<file path="src/rtl/rgba_box_blur_core_assert.svh">
// assertion macros of the rgba box blur rtl
// expects clk and rst_n in the scope of every use
`ifndef RGBA_BOX_BLUR_CORE_ASSERT_SVH
`define RGBA_BOX_BLUR_CORE_ASSERT_SVH

// condition holds at every clock edge out of reset
`define RBB_ASSERT(label, expr, msg) \
    label: assert property (@(posedge clk) disable iff (!rst_n) (expr)) else $error(msg);

// when ante holds, cons must follow
`define RBB_ASSERT_IMPL(label, ante, cons, msg) \
    label: assert property (@(posedge clk) disable iff (!rst_n) (ante) |-> (cons)) else $error(msg);

`endif

</file>
<file path="src/rtl/rbb_queue.sv">
// small fifo between the front and back parts
// depends on rgba_box_blur_core_assert.svh
`include "rgba_box_blur_core_assert.svh"
module rbb_queue #(
    parameter int WIDTH = 8,
    parameter int DEPTH = 4
) (
    input  logic             clk,
    input  logic             rst_n,
    input  logic             push,
    input  logic [WIDTH-1:0] push_data,
    output logic             full,
    input  logic             pop,
    output logic [WIDTH-1:0] pop_data,
    output logic             empty
);
    localparam int PW = (DEPTH > 1) ? $clog2(DEPTH) : 1;
    localparam int NW = $clog2(DEPTH + 1);

    logic [WIDTH-1:0] slot_reg [DEPTH];
    logic [PW-1:0]    wr_reg, wr_next, rd_reg, rd_next;
    logic [NW-1:0]    count_reg, count_next;

    always_comb
    begin
        wr_next    = wr_reg;
        rd_next    = rd_reg;
        count_next = count_reg;
        if (push)
        begin
            wr_next = (32'(wr_reg) == DEPTH - 1) ? '0 : wr_reg + 1'b1;
        end
        if (pop)
        begin
            rd_next = (32'(rd_reg) == DEPTH - 1) ? '0 : rd_reg + 1'b1;
        end
        if (push && !pop)
        begin
            count_next = count_reg + 1'b1;
        end
        else if (pop && !push)
        begin
            count_next = count_reg - 1'b1;
        end
    end

    always_ff @(posedge clk or negedge rst_n)
    begin
        if (!rst_n)
        begin
            wr_reg    <= '0;
            rd_reg    <= '0;
            count_reg <= '0;
        end
        else
        begin
            wr_reg    <= wr_next;
            rd_reg    <= rd_next;
            count_reg <= count_next;
        end
    end

    always_ff @(posedge clk)
    begin
        if (push)
        begin
            slot_reg[wr_reg] <= push_data;
        end
    end

    assign pop_data = slot_reg[rd_reg];
    assign full     = (32'(count_reg) == DEPTH);
    assign empty    = (count_reg == '0);

    `RBB_ASSERT_IMPL(a_no_push_full, full, !push, "push into full queue")
    `RBB_ASSERT_IMPL(a_no_pop_empty, empty, !pop, "pop from empty queue")
    `RBB_ASSERT(a_count_bound, 32'(count_reg) <= DEPTH, "queue count out of range")
    `RBB_ASSERT_IMPL(a_push_lands, empty && push, ##1 !empty, "pushed word lost")
endmodule

</file>
<file path="config.mk">
export PLATFORM = sky130hd
export DESIGN_NAME = rbb_queue
export DESIGN_NICKNAME = d
export VERILOG_FILES = /design/src/rtl/rbb_queue.sv
export VERILOG_INCLUDE_DIRS = /design/src /design/src/rtl
export SDC_FILE = /design/constraint.sdc
export NUM_CORES = 1
export LEC_CHECK = 0
export ABC_AREA = 1
export BUFFER_PORTS_ARGS = -buffer_cell sky130_fd_sc_hd__buf_2
export CORE_UTILIZATION = 56
export CTS_CLUSTER_DIAMETER = 50
export DETAILED_ROUTE_END_ITERATION = 10
export PLACE_DENSITY = 0.82
export SLEW_MARGIN = 25
export SYNTH_ARGS = -nofsm -noshare
export SYNTH_HDL_FRONTEND = slang
export SYNTH_SLANG_ARGS = --single-unit
</file>
<file path="constraint.sdc">
create_clock -name clk -period 1.73 [get_ports clk]
set_input_delay 0.346 -clock clk [delete_from_list [all_inputs] [get_ports clk]]
set_output_delay 0.346 -clock clk [all_outputs]
set_load 0.05 [all_outputs]
</file>
Word level (Yosys, flattened, before mapping)

Memory sizes are Yosys's and may differ from the RTL's.
Index checks and enable logic that the tools add are counted.

Bits in writable memories: 32
Output and inout bits: 10
Input port bits: 12
Logic and storage cells: 23
Register bits after elaboration: 7
Memories kept: 1

Memories:

| memory   | words | width | read ports | clocked after memory_dff | write ports | line            | RTL |
|---|---|---|---|---|---|---|---|
| slot_reg | 4     | 8     | 1          | 0                        | 1           | rbb_queue.sv:20 | `logic [WIDTH-1:0] slot_reg [DEPTH];` |

Equality and inequality tests: 3
Add/subtract/negate cells: 4
Mux-type cells: 6
Reduce and logical (&&, ||, !) cells: 6

Operators with widths:

| kind                                             | count |
|---|---|
| 2-to-1 mux 3 bit                                 | 2 |
| adder 2 x 1 -> 2 bit, second input constant      | 2 |
| == test 2 bit, second input constant             | 2 |
| 2-to-1 mux 2 bit                                 | 2 |
| adder 3 x 1 -> 3 bit, second input constant      | 1 |
| == test 3 bit, second input constant             | 1 |
| zero test 3 bit                                  | 1 |
| subtractor 3 x 1 -> 3 bit, second input constant | 1 |
| logical AND 1 bit                                | 2 |
| zero test 1 bit                                  | 2 |
| 2-to-1 mux 1 bit                                 | 2 |
| nonzero test 2 bit                               | 1 |

Longest topological paths before layout

Word-level depth: 4
Depth in mapped cells: 9
Gate-level depth less buffers: 9

Worst setup path before layout

No wires, ideal clock.

Path kind: reg-to-output
Start: register count_reg[0]
End: output port empty
Setup slack: -0.138 ns
Required time: 1.384 ns
Cell stages (with the launch flop): 2
Data arrival time: 1.522 ns
Path buffers: 0
Cell sequence: dfrtp_1 > nor3_1

Cells in the longest elaborated chain, start to end: 1

RTL lines:

| item                   | line            | RTL |
|---|---|---|
| from (decl)            | rbb_queue.sv:22 | `logic [NW-1:0] count_reg, count_next;` |
| from (signal assigned) | rbb_queue.sv:59 | `count_reg <= count_next;` |
| zero test 3 bit        | rbb_queue.sv:73 | `assign empty = (count_reg == '0);` |
| to (decl)              | rbb_queue.sv:15 | `output logic empty` |

No other way between the ends.

Worst setup path in the final report

Start: register rd_reg[0]
End: output port pop_data[2]

Cells in the longest elaborated chain, start to end: 1

RTL lines:

| item                   | line            | RTL |
|---|---|---|
| from (decl)            | rbb_queue.sv:21 | `logic [PW-1:0] wr_reg, wr_next, rd_reg, rd_next;` |
| from (signal assigned) | rbb_queue.sv:58 | `rd_reg <= rd_next;` |
| memory (4 x 8 bit)     | n/a             |  |
| to (decl)              | rbb_queue.sv:14 | `output logic [WIDTH-1:0] pop_data,` |

No other way between the ends.

==> results.json <==
{
  "status": "finished, violations left",
  "violations": "design-rule violations, negative setup slack",
  "synth_cells": 144,
  "multi_input_area_um2": 429,
  "wl_met2_mm": 1.67,
  "synth_area_leader_cell": "edfxtp_1",
  "crit_type": "flop to primary output",
  "h-tree-depth": 2,
  "p_int_mw": 2.08,
  "timing.final.ws_setup_ps": -50.6,
  "synthXorXnorAreaFrac_pct": 0.514,
  "holdPathStages": 1,
  "placed_area_mm2": 0.00183,
  "fmax_mhz": 562,
  "cp_max_fo": 8,
  "pre_cts_slack_ps": 163,
  "wl_met1_mm": 1.22,
  "die_x_um": 57.1,
  "start_util_pct": 60.2,
  "switching_share_pct": 43.4,
  "synth_top_family_by_area": "simple AND/OR/NAND/NOR gates",
  "wl_per_cell_um": 14.7,
  "synth-compound-area-share_pct": 8.52,
  "route.met3.wl_um": 100,
  "clk_path_buf_depth": 2,
  "core_area_mm2": 0.00283,
  "grt_start_max_net_pins": 18,
  "vias": 1104,
  "rr_worst_depth": 4,
  "period_needed_ps": 1780,
  "routed.top_layer": "met4",
  "io_buffers": 21,
  "antenna_cells": 0,
  "yosys_warnings": 0,
  "postRouteWirelength_mm": 3.04,
  "drt_iter0_drc": 51,
  "num_io_pins": 22,
  "drive_above_1_share_pct": 24.4,
  "via_per_inst": 5.33,
  "ys_top_cells_by_area": "edfxtp_1, dfrtp_1, nand2_1",
  "utilization_pct": 72.4,
  "grt_usage_pct": 19.2,
  "synth_top_area_share_pct": 56.4,
  "drv_slew": 0,
  "synth.avg_cell_area_um2": 11.8,
  "cp_slowest_cell": "dfrtp_1",
  "crit_chain": "inv_4, buf_8, nand2_1, o211ai_1, nand2_1, buf_6",
  "clk_pin_slew_worst_paths_ps": 120,
  "gp_congestion": 0.847,
  "p_clk_share_pct": 12.6,
  "dieArea_mm2": 0.00327,
  "final_cell_area_mm2": 0.00205,
  "switching_power_mw": 1.60,
  "crit_top_cell": "nand2_1",
  "critPathMaxStageDelay_ps": 430,
  "grt_overflow": 0,
  "synth-simple-area-share_pct": 9.85,
  "seq_area_frac_synth_pct": 66.7,
  "setup_violations": 7,
  "synth_fa_ha_area_share_pct": 5.58,
  "rsz0062_at_grt": "yes",
  "hold_path_class": "input port to flop",
  "largest_reg_flops": 32,
  "synth_seq_cells": 39,
  "worstSkewPairLatency_ps": 330,
  "worstMarginPinSlew_ps": 390,
  "cp.required_ps": 1380,
  "rows": 19,
  "area_delta_synth_final_pct": 20.2,
  "leakagePower_nw": 0.922,
  "cts_tree": "yes",
  "maxCapViolCount": 0,
  "nets": 194,
  "clock-sinks": 39,
  "slew_headroom_pct": 74.0,
  "grt_pass1_wl_mm": 4.55,
  "drt_pass1_iterations": 9,
  "final_common_cell": "nand2_1",
  "power.density_mw_per_mm2": 1800,
  "ant_nets": 0,
  "synthMuxAreaShare_pct": 0,
  "p_comb_share_pct": 49.6,
  "irDropWorstVdd_mv": 0.975,
  "dp_hpwl_mm": 2.00,
  "cts_buffers": 5,
  "crit_arrival_ps": 1430,
  "synth_cell_type_count": 17,
  "period_share_pct": 103,
  "finalClockSkew_ps": 7.56,
  "endpoint_kind": "primary output",
  "p_seq_share_pct": 37.8,
  "final_hold_viol_count": 0,
  "antenna_found_initial": 0,
  "start_kind": "flop",
  "die_h_um": 57.1,
  "final_cell_mix": "nand2_1, edfxtp_1, inv_1, o211ai_1, buf_2",
  "netlist_area_mm2": 0.00170,
  "final-seq-area_mm2": 0.00114,
  "cts_root_buffer": "clkbuf_4",
  "grt_pass1_vias": 1055,
  "drc": 4,
  "syn-num-nets": 163,
  "nFillCells": 195
}
## power groups by stage
stage               Sequential [mW]  Clock [mW]  Combinational (mW)
finish                         1.39       0.465                1.82
global route                   1.41       0.512                1.96
CTS                            1.39       0.478                1.63
detailed placement             1.40           0                1.45
global placement               1.39           0                1.39
floorplan                      1.35           0                1.18
## final timing paths
kind	slack, ps	end	from
worst max-delay path	-50	pop_data[2]	rd_reg[0]
worst min-delay path	220	slot_reg[3][6]	push_data[6]
worst max register to register	370	slot_reg[2][0]	wr_reg[0]
worst min register to register	530	count_reg[2]	count_reg[2]
max in group asynchronous	1200	rd_reg[1]	rst_n
min in group asynchronous	360	wr_reg[1]	rst_n
## synthesized netlist by cell type
library cell and instances:
o21ai_0 4, nand4_1 1, a21oi_1 1, inv_2 2, o211ai_1 16, nand2_1 38
ha_1 6, inv_1 27, dfrtp_1 7, xnor2_1 1, nand3_1 1, edfxtp_1 32
nor3_1 2, fa_1 1, nor2_1 1, buf_6 3, buf_4 1
## repair_timing
action | in CTS | in global routing
hold buffers | 1 | 0
resized for setup | 18 | 11
cloned | 0 | 2
buffers inserted | 1 | 0
pin swaps | 0 | 4
endpoints found under the hold margin | 7 | 0
endpoints found under the setup margin | 8 | 8
## routing by layer
| metal | vias to the layer above | GRT usage (%) |
|---|---|---|
| met1 | 533 | 22.2 |
| met2 | 21 | 34.8 |
| li1 | 546 | - |
| met3 | 4 | 5.90 |
| met5 | - | 0 |
| met4 | 0 | 4.53 |
## kinds of logic after synthesis
family | count (synthesis)
buf+inv | 33
flops | 39
simple gates | 43
compound gates | 21
fa+ha+maj | 7
xor+xnor | 1
## metrics by stage
step	power, mW	setup TNS [ps]	hold slack, ps	instances
4_1_cts	3.49	-111	203	205
3_3_place_gp	2.79	0	186	195
2_1_floorplan	2.53	-277	50.4	144
6_report	3.68	-198	216	207
3_5_place_dp	2.86	0	193	195
5_1_grt	3.89	-790	200	207
## critical path, delay by kind of cell (launching register included)
| family | cells | cell delay (ps) |
|---|---|---|
| AO/OA/AOI/OAI | 1 | 90 |
| buffers and inverters | 3 | 420 |
| flip-flops | 1 | 430 |
| AND/OR/NAND/NOR | 2 | 160 |
## layout make-up
cell class / count / share of cell area [%]
Sequential cell: 39 / 55.6
Multi-Input combinational cell: 72 / 21.0
Timing Repair Buffer: 28 / 13.0
Inverter: 29 / 5.56
Tap cell: 31 / 1.89
Clock buffer: 5 / 1.83
Clock inverter: 3 / 1.22
(Power assumes the default switching activity.)
