## config.mk

```make
export PLATFORM = sky130hd
export DESIGN_NAME = rbb_front_flat
export DESIGN_NICKNAME = d
export VERILOG_FILES = /design/src/rtl/rgba_box_blur_core_assert.svh /design/src/rtl/rbb_pkg.sv /design/src/rtl/rbb_pixel_if.sv /design/src/rtl/rbb_front.sv /design/src/flat_wrapper.sv
export SDC_FILE = /design/constraint.sdc
export NUM_CORES = 1
export LEC_CHECK = 0
export ABC_CLOCK_PERIOD_IN_PS = 17490
export BUFFER_PORTS_ARGS = -buffer_cell sky130_fd_sc_hd__buf_2
export CELL_PAD_IN_SITES_DETAIL_PLACEMENT = 0
export CELL_PAD_IN_SITES_GLOBAL_PLACEMENT = 2
export CORE_MARGIN = 10
export CORE_UTILIZATION = 30
export CTS_CLUSTER_DIAMETER = 50
export DETAILED_ROUTE_END_ITERATION = 8
export PLACE_DENSITY = 0.63
export SLEW_MARGIN = 10
export SYNTH_ARGS = -nofsm -noshare
export SYNTH_HDL_FRONTEND = slang
export SYNTH_SLANG_ARGS = --single-unit
```

## constraint.sdc

```tcl
create_clock -name clk -period 17.49 [get_ports clk]
set_input_delay 1.749 -clock clk [delete_from_list [all_inputs] [get_ports clk]]
set_output_delay 1.749 -clock clk [all_outputs]
set_load 0.02 [all_outputs]
```

## src/rtl/rgba_box_blur_core_assert.svh

```systemverilog
// assertion macros of the rgba box blur rtl
// expects clk and rst_n in the scope of every use
`ifndef RGBA_BOX_BLUR_CORE_ASSERT_SVH
`define RGBA_BOX_BLUR_CORE_ASSERT_SVH

// condition holds at every clock edge out of reset
`define RBB_ASSERT(label, expr, msg) \
    label: assert property (@(posedge clk) disable iff (!rst_n) (expr)) else $error(msg);

// when ante holds, cons must follow
`define RBB_ASSERT_IMPL(label, ante, cons, msg) \
    label: assert property (@(posedge clk) disable iff (!rst_n) (ante) |-> (cons)) else $error(msg);

`endif

```

## src/rtl/rbb_pkg.sv

```systemverilog
// shared types, constants and tables of the rgba box blur
// no dependencies
package rbb_pkg;

    localparam int RBB_MAX_KERNEL  = 15;
    localparam int RBB_MAX_WIDTH   = 2048;
    localparam int RBB_MAX_HEIGHT  = 4096;
    localparam int RBB_QUEUE_DEPTH = 4;

    // register indexes on the config port
    localparam logic [1:0] REG_KERNEL = 2'd0;
    localparam logic [1:0] REG_WIDTH  = 2'd1;
    localparam logic [1:0] REG_HEIGHT = 2'd2;

    localparam logic [3:0]  KERNEL_RESET = 4'd3;
    localparam logic [11:0] WIDTH_RESET  = 12'd640;
    localparam logic [12:0] HEIGHT_RESET = 13'd480;

    // ceil(2^24 / (k*k)); exact quotient for 8-bit samples as (x*m) >> 24
    localparam logic [24:0] RECIP [16] = '{
        25'd16777216, 25'd16777216, 25'd4194304, 25'd1864136,
        25'd1048576,  25'd671089,   25'd466034,  25'd342393,
        25'd262144,   25'd207127,   25'd167773,  25'd138655,
        25'd116509,   25'd99274,    25'd85599,   25'd74566
    };

    // one classified pixel handed from front to back
    typedef struct packed {
        logic        valid;
        logic        last;
        logic [10:0] cx;
        logic [11:0] cy;
        logic [3:0]  k;
        logic [31:0] quot;
    } job_t;

    typedef struct packed {
        logic        window_valid;
        logic [10:0] center_x;
        logic [11:0] center_y;
        logic [7:0]  blur_red;
        logic [7:0]  blur_green;
        logic [7:0]  blur_blue;
        logic [7:0]  blur_alpha;
        logic        frame_end;
    } result_t;

endpackage

```

## src/rtl/rbb_pixel_if.sv

```systemverilog
// pixel input channel of the rgba box blur
// no dependencies
interface rbb_pixel_if;
    logic       valid;
    logic       ready;
    logic [7:0] pixel_red;
    logic [7:0] pixel_green;
    logic [7:0] pixel_blue;
    logic [7:0] pixel_alpha;

    modport source (output valid, output pixel_red, output pixel_green,
                    output pixel_blue, output pixel_alpha, input ready);
    modport sink (input valid, input pixel_red, input pixel_green,
                  input pixel_blue, input pixel_alpha, output ready);
endinterface

```

## src/rtl/rbb_front.sv

```systemverilog
// front part: accepts pixels, tracks raster position, classifies and divides
// depends on rbb_pkg and rbb_pixel_if
module rbb_front #(
    parameter int MAX_KERNEL = rbb_pkg::RBB_MAX_KERNEL,
    parameter int MAX_WIDTH  = rbb_pkg::RBB_MAX_WIDTH,
    parameter int MAX_HEIGHT = rbb_pkg::RBB_MAX_HEIGHT
) (
    input  logic                      clk,
    input  logic                      rst_n,
    rbb_pixel_if.sink                 pix,
    input  logic [3:0]                win_size,
    input  logic [11:0]               image_width,
    input  logic [12:0]               image_height,
    input  logic                      full,
    output logic                      push,
    output rbb_pkg::job_t             push_job,
    output logic [$clog2(MAX_WIDTH)-1:0]  push_col,
    output logic [$clog2(MAX_HEIGHT)-1:0] push_row,
    output logic [((MAX_KERNEL > 2) ? $clog2(MAX_KERNEL - 1) : 1)-1:0] push_slot
);
    import rbb_pkg::*;

    localparam int CW    = $clog2(MAX_WIDTH);
    localparam int RW    = $clog2(MAX_HEIGHT);
    localparam int SLOTS = (MAX_KERNEL > 1) ? MAX_KERNEL - 1 : 1;
    localparam int SLW   = (SLOTS > 1) ? $clog2(SLOTS) : 1;

    logic [CW-1:0]  col_reg, col_next;
    logic [RW-1:0]  row_reg, row_next;
    logic [SLW-1:0] slot_reg, slot_next;

    // stage register between accept and divide
    logic             stg_valid_reg, stg_valid_next;
    logic [3:0][7:0]  stg_px_reg;
    job_t             stg_job_reg;
    logic [CW-1:0]    stg_col_reg;
    logic [RW-1:0]    stg_row_reg;
    logic [SLW-1:0]   stg_slot_reg;

    logic [3:0]  k_eff;
    logic [CW:0] w_eff;
    logic [RW:0] h_eff;
    logic        accept, col_end, row_end, win_ok;
    logic [31:0] cx_full, cy_full;
    job_t        job_in;
    logic [32:0] prod [4];

    always_comb
    begin
        k_eff = (win_size == 4'd0) ? 4'd1 :
                (32'(win_size) > MAX_KERNEL) ? 4'(MAX_KERNEL) : win_size;
        w_eff = (image_width == 12'd0) ? (CW+1)'(1) :
                (32'(image_width) > MAX_WIDTH) ? (CW+1)'(MAX_WIDTH) : (CW+1)'(image_width);
        h_eff = (image_height == 13'd0) ? (RW+1)'(1) :
                (32'(image_height) > MAX_HEIGHT) ? (RW+1)'(MAX_HEIGHT)
                                                  : (RW+1)'(image_height);
        col_end = (32'(col_reg) + 32'd1 >= 32'(w_eff));
        row_end = (32'(row_reg) + 32'd1 >= 32'(h_eff));
        win_ok  = (32'(col_reg) + 32'd1 >= 32'(k_eff)) && (32'(row_reg) + 32'd1 >= 32'(k_eff));
        // top-left corner plus half the kernel
        cx_full = 32'(col_reg) + 32'd1 - 32'(k_eff) + 32'(k_eff >> 1);
        cy_full = 32'(row_reg) + 32'd1 - 32'(k_eff) + 32'(k_eff >> 1);

        job_in.valid = win_ok;
        job_in.last  = col_end && row_end;
        job_in.cx    = win_ok ? cx_full[10:0] : 11'd0;
        job_in.cy    = win_ok ? cy_full[11:0] : 12'd0;
        job_in.k     = k_eff;
        job_in.quot  = '0;
    end

    assign push      = stg_valid_reg && !full;
    assign pix.ready = !stg_valid_reg || !full;
    assign accept    = pix.valid && pix.ready;

    always_comb
    begin
        col_next  = col_reg;
        row_next  = row_reg;
        slot_next = slot_reg;
        if (accept)
        begin
            if (col_end)
            begin
                col_next = '0;
                if (row_end)
                begin
                    row_next  = '0;
                    slot_next = '0;
                end
                else
                begin
                    row_next  = row_reg + 1'b1;
                    slot_next = (32'(slot_reg) == SLOTS - 1) ? '0 : slot_reg + 1'b1;
                end
            end
            else
            begin
                col_next = col_reg + 1'b1;
            end
        end
        stg_valid_next = accept ? 1'b1 : (push ? 1'b0 : stg_valid_reg);
    end

    always_ff @(posedge clk or negedge rst_n)
    begin
        if (!rst_n)
        begin
            col_reg       <= '0;
            row_reg       <= '0;
            slot_reg      <= '0;
            stg_valid_reg <= 1'b0;
        end
        else
        begin
            col_reg       <= col_next;
            row_reg       <= row_next;
            slot_reg      <= slot_next;
            stg_valid_reg <= stg_valid_next;
        end
    end

    always_ff @(posedge clk)
    begin
        if (accept)
        begin
            stg_px_reg   <= {pix.pixel_alpha, pix.pixel_blue, pix.pixel_green, pix.pixel_red};
            stg_job_reg  <= job_in;
            stg_col_reg  <= col_reg;
            stg_row_reg  <= row_reg;
            stg_slot_reg <= slot_reg;
        end
    end

    // per-sample divide by k*k through the reciprocal table
    always_comb
    begin
        push_job = stg_job_reg;
        for (int c = 0; c < 4; c++)
        begin
            prod[c] = 33'(stg_px_reg[c]) * 33'(RECIP[stg_job_reg.k]);
            push_job.quot[8*c +: 8] = prod[c][31:24];
        end
    end

    assign push_col  = stg_col_reg;
    assign push_row  = stg_row_reg;
    assign push_slot = stg_slot_reg;
endmodule

```

## src/flat_wrapper.sv

```systemverilog
// flat-port wrapper written by rule: the top's interface ports become plain ports
module rbb_front_flat import rbb_pkg::*;
#(
    parameter int MAX_KERNEL = rbb_pkg::RBB_MAX_KERNEL,
    parameter int MAX_WIDTH  = rbb_pkg::RBB_MAX_WIDTH,
    parameter int MAX_HEIGHT = rbb_pkg::RBB_MAX_HEIGHT
)
  (clk, rst_n, win_size, image_width, image_height, full, push, push_job, push_col, push_row, push_slot, pix_valid, pix_pixel_red, pix_pixel_green, pix_pixel_blue, pix_pixel_alpha, pix_ready);
  rbb_pixel_if pix_i ();
  input  logic clk;
  input  logic rst_n;
  input  logic [3:0] win_size;
  input  logic [11:0] image_width;
  input  logic [12:0] image_height;
  input  logic full;
  output logic push;
  output rbb_pkg::job_t push_job;
  output logic [$clog2(MAX_WIDTH)-1:0] push_col;
  output logic [$clog2(MAX_HEIGHT)-1:0] push_row;
  output logic [((MAX_KERNEL > 2) ? $clog2(MAX_KERNEL - 1) : 1)-1:0] push_slot;
  input wire logic [$bits(pix_i.valid)-1:0] pix_valid;
  input wire logic [$bits(pix_i.pixel_red)-1:0] pix_pixel_red;
  input wire logic [$bits(pix_i.pixel_green)-1:0] pix_pixel_green;
  input wire logic [$bits(pix_i.pixel_blue)-1:0] pix_pixel_blue;
  input wire logic [$bits(pix_i.pixel_alpha)-1:0] pix_pixel_alpha;
  output wire logic [$bits(pix_i.ready)-1:0] pix_ready;
  assign pix_i.valid = pix_valid;
  assign pix_i.pixel_red = pix_pixel_red;
  assign pix_i.pixel_green = pix_pixel_green;
  assign pix_i.pixel_blue = pix_pixel_blue;
  assign pix_i.pixel_alpha = pix_pixel_alpha;
  assign pix_ready = pix_i.ready;
  rbb_front #(.MAX_KERNEL(MAX_KERNEL), .MAX_WIDTH(MAX_WIDTH), .MAX_HEIGHT(MAX_HEIGHT)) u_core (.clk(clk), .rst_n(rst_n), .pix(pix_i), .win_size(win_size), .image_width(image_width), .image_height(image_height), .full(full), .push(push), .push_job(push_job), .push_col(push_col), .push_row(push_row), .push_slot(push_slot));
endmodule
```

# After elaboration in Yosys (flattened, before gate mapping)
# Memories as Yosys holds them, arrays and structs flattened.
# Index checks and enable logic that the tools add are counted.
dict set report word_totals {
  reg_bits 116
  romBits 400
  in_bits 65
  out_inout_bits 90
  n_memories 1
}
# memory words width read_ports rd_ports_with_merged_regs write_ports line
set memory_table {}
lappend memory_table {{(name not given)} 16 25 1 0 0 rbb_front.sv:141} ;# prod[c] = 33'(stg_px_reg[c]) * 33'(RECIP[stg_job_reg.k]);
dict set report classes {
  add_sub_neg 9
  mul 4
  order_cmp 7
  eq_ne 1
  muxes 13
  bitwise 1
  reduce_logical 12
}
# cell n
set op_table {}
lappend op_table {{multiplier 8 x 25 -> 32 bit} 4}
lappend op_table {{2-to-1 mux 25 bit} 2}
lappend op_table {{2-to-1 mux 12 bit} 3}
lappend op_table {{2-to-1 mux 13 bit} 2}
lappend op_table {{adder 12 x 1 -> 13 bit, second input constant} 1}
lappend op_table {{>= comparator 13 bit} 1}
lappend op_table {{>= comparator 13 x 4 -> 1 bit} 1}
lappend op_table {{> comparator 13 bit, second input constant} 1}
lappend op_table {{logical NOT 13 bit} 1}
lappend op_table {{adder 11 x 1 -> 12 bit, second input constant} 1}
lappend op_table {{adder 12 x 1 -> 12 bit, second input constant} 1}
lappend op_table {{adder 12 x 3 -> 12 bit} 1}
lappend op_table {{>= comparator 12 bit} 1}
lappend op_table {{>= comparator 12 x 4 -> 1 bit} 1}
lappend op_table {{> comparator 12 bit, second input constant} 1}
lappend op_table {{logical NOT 12 bit} 1}
lappend op_table {{2-to-1 mux 4 bit} 3}
lappend op_table {{subtractor 12 x 4 -> 12 bit} 1}
lappend op_table {{adder 11 x 1 -> 11 bit, second input constant} 1}
lappend op_table {{adder 11 x 3 -> 11 bit} 1}
lappend op_table {{2-to-1 mux 11 bit} 1}
lappend op_table {{subtractor 11 x 4 -> 11 bit} 1}
lappend op_table {{>= comparator 5 bit, second input constant} 1}
lappend op_table {{inverter 4 -> 5 bit} 1}
lappend op_table {{9 further kinds} 14}

# Depth between registers and ports, before layout
# Gate-level depths: netlist of the first run.
dict set report logic_depth {
  ltp_word 5
  depth_mapped 25
}

# Worst setup path before layout of the first run
# Ideal clock, no wire load.
dict set report synth_timing {
  kind {reg2out}
  start {reg u_core.stg_job_reg (netlist bit u_core.push_job[32])}
  end {out push_job[30] (netlist name)}
  arrival_time_ns 6.055
  t_required_ns 15.741
  setup_slack_ns 9.686
  stages_incl_launch_ff 23
  path_cell_list {edfxtp_1 buf_2 inv_1 ha_1 nor3_1 nor2_1 clkbuf_1 nor2b_1 fa_1 fa_1 fa_1 inv_1 fa_1 inv_1 ha_1 a21o_1 a21o_1 a2111oi_0 o21ai_0 a221oi_1 a31o_2 o21bai_1 xor2_1}
}
# item line
set synth_rtl {}
lappend synth_rtl {{start, declared} rbb_front.sv:35} ;# job_t stg_job_reg;
lappend synth_rtl {{start signal, assigned} rbb_front.sv:128} ;# stg_job_reg <= job_in;
lappend synth_rtl {{end, declared} flat_wrapper.sv:17} ;# output rbb_pkg::job_t push_job;

==> results of run 1 <==
## cells in the final DEF (no fill, tap or decap), drive strengths merged, types with 5 or more instances in the layout
cell,netlist,layout
a211oi,10,10
a21o,31,31
a21oi,75,75
a221oi,6,6
a31o,5,5
a31oi,8,8
and2,552,552
and3,40,40
buf,7,190
clkbuf,144,17
clkinv,0,7
dfrtp,28,28
edfxtp,88,88
fa,494,494
ha,304,304
inv,585,588
nand2,194,194
nand2b,16,16
nand3,35,35
nand4,14,14
nor2,55,55
nor2b,78,78
nor3,27,27
nor4,9,9
o211ai,9,9
o21a,17,17
o21ai,70,70
o31ai,11,11
o41ai,6,6
or3,5,5
xnor2,36,36
xor2,30,30
## Yosys cell counts (3+ instances only)
cell type  number  area share
nor2_1         54      0.0072
nand2b_1       16      0.0036
fa_1          494        0.35
a211oi_1        9      0.0024
o21a_1         17      0.0045
nor2b_1        77       0.017
mux2i_1         4      0.0014
nor4_1          9      0.0020
a311oi_1        3     0.00093
ha_1          304        0.14
and4_1          3     0.00093
nor3b_1         4      0.0011
edfxtp_1       88       0.094
o41ai_1         6      0.0019
clkbuf_1      144       0.019
a21o_1         31      0.0083
nand3_1        34      0.0060
xnor2_1        36       0.011
o21ai_0        67       0.012
a2111oi_0       3     0.00093
a221oi_1        6      0.0019
nand4_1        14      0.0031
a31o_2          5      0.0016
dfrtp_1        28       0.025
a21oi_1        73       0.013
a211o_1         3     0.00093
or3_1           5      0.0011
nand4b_1        3     0.00093
and3_1         40      0.0089
o21bai_1        4      0.0011
and2_1        552        0.12
xor2_1         30      0.0093
o21ai_1         3     0.00053
o2111ai_1       3     0.00093
nand2_1       194       0.026
a31oi_1         8      0.0018
inv_1         585       0.078
o31ai_1        10      0.0027
buf_2           4     0.00071
o211ai_1        8      0.0021
nor3_1         26      0.0046
## worst max-delay path: stages (launching register included)
cell and delay, ps:
edfxtp_1 820, nand2_1 930, nand2_1 840, buf_4 390, and2_1 190, fa_1 440
fa_1 460, fa_1 490, inv_1 50, fa_1 480, inv_1 40, ha_1 280
nand3_1 100, nor4_1 270, o21ai_0 150, o211ai_2 340, a211oi_2 150, o31ai_2 410
a21oi_2 120, xnor2_1 170, buf_2 200
## worst max-delay path by stage
stage,from,to,slack (ps)
after floorplan,u_core.push_job[32],push_job[30],9690
after global placement,u_core.push_job[34],push_job[14],8490
after detailed placement,u_core.push_job[34],push_job[14],8350
after CTS,u_core.push_job[34],push_job[15],7830
after global routing,u_core.push_job[34],push_job[14],7320
final,u_core.push_job[34],push_job[23],7950
## layer usage
layer	vias up	routed length, um
met5	-	7
met1	10600	35500
li1	9527	-
met3	60	3120
met2	317	40900
met4	2	1290
## cell families (layout without fill, tap and decap cells)
family          Yosys count  count (layout)  synth area share
buf+inv                 736             807            0.0986
other cells               0               3                 0
compound gates          281             281            0.0656
xor+xnor                 66              66            0.0205
simple gates           1043            1043             0.209
fa+ha+maj               798             798             0.486
flops                   116             116             0.119
mux                       4               4           0.00142
## where the power goes
part / leakage [nW] / switching [mW] / internal (mW)
logic: 14.0 / 1.13 / 0.809
registers: 1.22 / 0.0704 / 0.378
clock network: 0.263 / 0.177 / 0.196
total: 15.5 / 1.38 / 1.38
## stage by stage
stage	worst slack [ps]	hold slack (ps)	util	instance area (um2)	cells
global route	7320	537	0.331	30800	4369
detailed placement	8350	499	0.325	30300	4337
finish	7950	519	0.331	30800	4372
CTS	7830	519	0.331	30800	4369
global placement	8490	497	0.325	30300	4337
floorplan	9690	461	-	28200	3044
## area by class of cell
type	count	area [um2]	share of cell area
tap	1254	1570	0.0509
clock inverter	15	131	0.00426
clock buffer	17	425	0.0138
sequential	116	3340	0.108
antenna	3	7.51	0.000243
multi-input combinational	2192	22100	0.717
inverter	585	2200	0.0713
timing repair buffer	190	1040	0.0338
==> results.sh, run 1 <==
export IMPL_critPathLaunchType="register"
export IMPL_rows=112
export IMPL_top_usage_layer="met2"
export IMPL_detail_route_antenna_nets=0
export IMPL_cellPowerDensity_nw_per_um2=89.6
export IMPL_p_total_mw=2.76
export IMPL_outcome="complete, no violations"
export IMPL_start_util=0.302
export IMPL_grtUsageMet1=0.196
export IMPL_viasPerCell=4.70
export IMPL_nFillCells=9790
export IMPL_ys_warn_count=0
export IMPL_die_w_um=326
export IMPL_rsz0062_at_grt="no"
export IMPL_grt_max_degree=62
export IMPL_ir_drop_v=0.0000754
export IMPL_htreeDepth=4
export IMPL_drt_wirelength_per_cell_um=18.5
export IMPL_async_flop_share=0.241
export IMPL_syn_area_um2=28200
export IMPL_hp_class="reg2reg"
export IMPL_met3_usage=0.0233
export IMPL_crit_arrival_ps=7790
export IMPL_dr_pass1_iters=7
export IMPL_cts_buffer_depth=2
export IMPL_reg2reg_from="u_core.row_reg[0]"
export IMPL_rr_worst_depth=15
export IMPL_netlist_instances=3044
export IMPL_drv_slew=0
export IMPL_tns_ps=0
export IMPL_globalplace_congestion=0.785
export IMPL_synth_flop_cell="edfxtp_1"
export IMPL_power_leakage_nw=15.5
export IMPL_dp_final_hpwl_um=59200
export IMPL_dieArea_um2=106000
export IMPL_slew_headroom=0.166
export IMPL_drtIter0Drc=817
export IMPL_grtUsageMet2=0.276
export IMPL_worstMarginPinSlew_ps=1250
export IMPL_r2r_slack_ps=12760
export IMPL_end_kind="primary output"
export IMPL_grt_pass1_wl_um=130000
export IMPL_clock_sinks=116
export IMPL_totalWireLength_um=80800
export IMPL_finalCritPeriodShare=0.545
export IMPL_root_buffer="clkbuf_16"
export IMPL_pin_count=155
export IMPL_route_vias_total=20500
export IMPL_area_delta_synth_final_pct=9.52
export IMPL_synth_cell_types=70
export IMPL_synth_area_per_cell_um2=9.25
export IMPL_gr_total_overflow=0
export IMPL_final_nets=3965
export IMPL_post_cts_buffers=0
export IMPL_hold_buffers=0
export IMPL_cp_data_required_time_ps=15740
export IMPL_port_buffers=154
export IMPL_numCtsBuffers=17
export IMPL_synth_sequential_area_ratio=0.119
export IMPL_cts_clk_slew_worst_paths_ps=60
export IMPL_cts_resized=0
export IMPL_drive_gt1_frac=0.0822
export IMPL_r2r_end="u_core.row_reg[5]"
export IMPL_tritoncts="built"
export IMPL_synth_edf_count=88
export IMPL_worstHoldPathCells=2
export IMPL_syn_num_nets=3907
export IMPL_finalSetupViolations=0
export IMPL_skew_ps=25.0
export IMPL_antenna_found_initial=6
export IMPL_fmax_mhz=105
export IMPL_finalHoldViolations=0
export IMPL_post_route_min_period_ps=9540
export IMPL_core_area_um2=93200
export IMPL_grt_pass1_vias=22600
export IMPL_die_h_um=326
export IMPL_ys_ff_latch=116
export IMPL_max_cap_viol_count=0
export IMPL_grtUsageTotal=0.155
export IMPL_largest_reg_flops=32
export IMPL_critPathKind="reg2out"
export IMPL_hold_end="u_core.stg_valid_reg"
export IMPL_clk_latency_ps=490
export IMPL_min_delay_start="u_core.stg_valid_reg"
export IMPL_crit_fanout=31
export IMPL_drc=0
No activity file was read; power rests on OpenSTA's default activity.
==> run 2: changes to the inputs <==
--- a/config.mk
+++ b/config.mk
@@ -5,7 +5,8 @@
 export SDC_FILE = /design/constraint.sdc
 export NUM_CORES = 1
 export LEC_CHECK = 0
-export ABC_CLOCK_PERIOD_IN_PS = 17490
+export ABC_AREA = 1
+export ABC_CLOCK_PERIOD_IN_PS = 7600
 export BUFFER_PORTS_ARGS = -buffer_cell sky130_fd_sc_hd__buf_2
 export CELL_PAD_IN_SITES_DETAIL_PLACEMENT = 0
 export CELL_PAD_IN_SITES_GLOBAL_PLACEMENT = 2
@@ -13,7 +14,7 @@
 export CORE_UTILIZATION = 30
 export CTS_CLUSTER_DIAMETER = 50
 export DETAILED_ROUTE_END_ITERATION = 8
-export PLACE_DENSITY = 0.63
+export PLACE_DENSITY = 0.69
 export SLEW_MARGIN = 10
 export SYNTH_ARGS = -nofsm -noshare
 export SYNTH_HDL_FRONTEND = slang
==> constraint.sdc (replaced) <==
create_clock -name clk -period 7.6 [get_ports clk]
set_input_delay 0.76 -clock clk [delete_from_list [all_inputs] [get_ports clk]]
set_output_delay 0.76 -clock clk [all_outputs]
set_load 0.02 [all_outputs]
==> run 2 against run 1 <==
Critical path depth increased by 2. Clock power increased by 140%. Critical endpoint is now push_job[21]. Cell area increased by 3.7%. Setup slack got worse by 7400 ps. Register-to-register slack got worse by 9700 ps.
==> results.sh, run 2 <==
export IMPL_dr_pass1_iters=5
export IMPL_synth_area_per_cell_um2=7.76
export IMPL_crit_family="adder cells"
export IMPL_core_area_um2=96400
export IMPL_pin_count=155
export IMPL_cts_clk_slew_worst_paths_ps=60
export IMPL_post_route_min_period_ps=7080
export IMPL_finalHoldViolations=0
export IMPL_start_util=0.301
export IMPL_rsz0062_at_grt="no"
export IMPL_critPathSlowestCell="o21bai_2"
export IMPL_synth_cell_types=51
export IMPL_p_total_mw=9.67
export IMPL_synth_most_common_cell="nor2_1"
export IMPL_grt_pass1_vias=26700
export IMPL_netlist_instances=3746
export IMPL_syn_area_um2=29100
export IMPL_htreeDepth=4
export IMPL_critPathMaxStageDelay_ps=780
export IMPL_crit_fanout=17
export IMPL_drive_gt1_frac=0.0788
export IMPL_globalplace_congestion=0.842
export IMPL_grtUsageTotal=0.179
export IMPL_area_delta_synth_final_pct=10.0
export IMPL_die_h_um=331
export IMPL_drc=0
export IMPL_ys_ff_latch=116
export IMPL_cp_depth=22
export IMPL_dp_final_hpwl_um=76900
export IMPL_rr_worst_depth=15
export IMPL_power_leakage_nw=16.9
export IMPL_synth_edf_count=88
export IMPL_clock_sinks=116
export IMPL_synth_sequential_area_ratio=0.115
export IMPL_async_flop_share=0.241
export IMPL_syn_num_nets=4609
export IMPL_die_w_um=331
export IMPL_synth_area_top_cells="fa_1, ha_1, nor2_1"
export IMPL_rows=114
export IMPL_tns_ps=0
export IMPL_detail_route_antenna_nets=0
export IMPL_fmax_mhz=141
export IMPL_critPathLaunchType="register"
export IMPL_synth_flop_cell="edfxtp_1"
export IMPL_gr_total_overflow=0
export IMPL_slew_headroom=0.306
export IMPL_numCtsBuffers=17
export IMPL_drtIter0Drc=1269
export IMPL_cellPowerDensity_nw_per_um2=303
export IMPL_critical_path_cell_chain="inv_1 > nand2_1 > nand2_1 > o21bai_2 > buf_4 > nor2_1 > fa_1 > fa_1 > fa_1 > inv_1 > fa_1 > inv_1 > ha_1 > nand2_1 > inv_1 > a21oi_1 > o21ai_0 > a21o_1 > a21oi_1 > nand3_1 > nand2_1 > buf_2"
export IMPL_final_cell_mix="nor2_1, inv_1, nand2_1"
export IMPL_totalWireLength_um=95700
export IMPL_drv_slew=0
export IMPL_critPathKind="reg2out"
export IMPL_largest_reg_flops=32
export IMPL_cp_data_required_time_ps=6840
export IMPL_finalSetupViolations=0
export IMPL_outcome="complete, no violations"
export IMPL_cts_buffer_depth=2
export IMPL_port_buffers=154
export IMPL_max_cap_viol_count=0
export IMPL_worstMarginPinSlew_ps=1040
export IMPL_end_kind="primary output"
export IMPL_final_nets=4708
export IMPL_finalCritPeriodShare=0.932
export IMPL_hp_class="in2async"
export IMPL_root_buffer="clkbuf_16"
export IMPL_antenna_found_initial=11
export IMPL_ys_warn_count=0
export IMPL_synth_largest_area_cell="fa_1"
export IMPL_nFillCells=10600
export IMPL_final_common_cell="nor2_1"
export IMPL_clk_latency_ps=500
export IMPL_grt_max_degree=66
export IMPL_skew_ps=34.6
export IMPL_grt_pass1_wl_um=152000
export IMPL_tritoncts="built"
export IMPL_route_vias_total=24200
export IMPL_dieArea_um2=110000
export IMPL_synth_top_area_frac=0.340
export IMPL_crit_arrival_ps=6320
export IMPL_synth_common_cells="nor2_1, inv_1, nand2_1"
export IMPL_viasPerCell=4.71
export IMPL_ir_drop_v=0.000215
export IMPL_path_buf_inv=6
export IMPL_drt_wirelength_per_cell_um=18.6
run 2: cell count changes after synthesis, sizes merged, moves of 15 or more:
cell / previous run / this run
a21oi: 75 / 147
and2: 552 / 1
and3: 40 / 1
buf: 7 / 22
clkbuf: 144 / 111
inv: 585 / 758
nand2: 194 / 562
nand2b: 16 / 0
nand3: 35 / 98
nor2: 55 / 819
nor2b: 78 / 0
o21ai: 70 / 93
xnor2: 36 / 10
run 2: repair_timing:
item                       CTS  global route
setup endpoints to repair    0            30
hold buffers                 0             0
gates resized for setup      0             1
buffers inserted             0            10
run 2: worst paths after layout:
check,from,to,slack [ps]
hold / removal,rst_n,u_core.slot_reg[1],370
setup / recovery,u_core.push_job[32],push_job[21],520
setup reg to reg,u_core.col_reg[0],u_core.row_reg[8],3090
min in group clk,pix_pixel_red[2],u_core.stg_px_reg[2],430
hold reg to reg,u_core.col_reg[10],u_core.push_col[10],500
max in group asynchronous,rst_n,u_core.col_reg[4],6700
run 2: power by group:
part | internal (mW) | switching [mW] | leakage (nW) | total (mW)
clock | 0.491 | 0.398 | 0.272 | 0.889
combinational | 2.71 | 4.97 | 15.4 | 7.68
sequential | 0.943 | 0.158 | 1.22 | 1.10
run 2: cells by family after synthesis:
logic type                 synth area share
adders and majority gates             0.471
buffers and inverters                 0.117
xor gates and xnor gates             0.0159
and+or+nand+nor                       0.216
DFF                                   0.115
AOI/OAI and AO/OA                    0.0648
run 2: layout make-up:
cell class                 count  area [um2]  share of cell area
multi-input combinational   2738       22400               0.699
inverter                     759        2850              0.0892
clock inverter                12         131             0.00411
timing repair buffer         213        1240              0.0387
clock buffer                  20         447              0.0140
antenna                        1        2.50           0.0000783
sequential                   116        3340               0.105
tap                         1276        1600              0.0499
run 2: per-layer routing:
metal	GRT usage	routed length [um]	vias up	part of all wire
li1	-	-	11600	-
met1	0.226	41500	12000	0.43
met2	0.308	46400	490	0.48
met3	0.0367	5070	114	0.053
met4	0.0493	2610	20	0.027
met5	0	148	-	0.0015
run 2: metrics by stage:
step	setup WS [ps]	utilization	instances	hold WS, ps	cell area, um2
6_report	518	0.332	5135	375	32000
5_1_grt	12.9	0.332	5134	395	32000
4_1_cts	260	0.331	5124	377	31900
3_5_place_dp	825	0.325	5092	491	31300
3_3_place_gp	846	0.325	5092	490	31300
2_1_floorplan	1560	-	3746	447	29100
run 2: worst reg2reg max path, delay by kind of cell (launching register included):
| kind | cells | cell delay (ps) |
|---|---|---|
| flip-flops | 1 | 520 |
| XOR/XNOR | 1 | 410 |
| buffers and inverters | 2 | 590 |
| adder cells (fa/ha/maj) | 2 | 430 |
| AND/OR/NAND/NOR | 7 | 1990 |
| AO/OA/AOI/OAI | 3 | 430 |
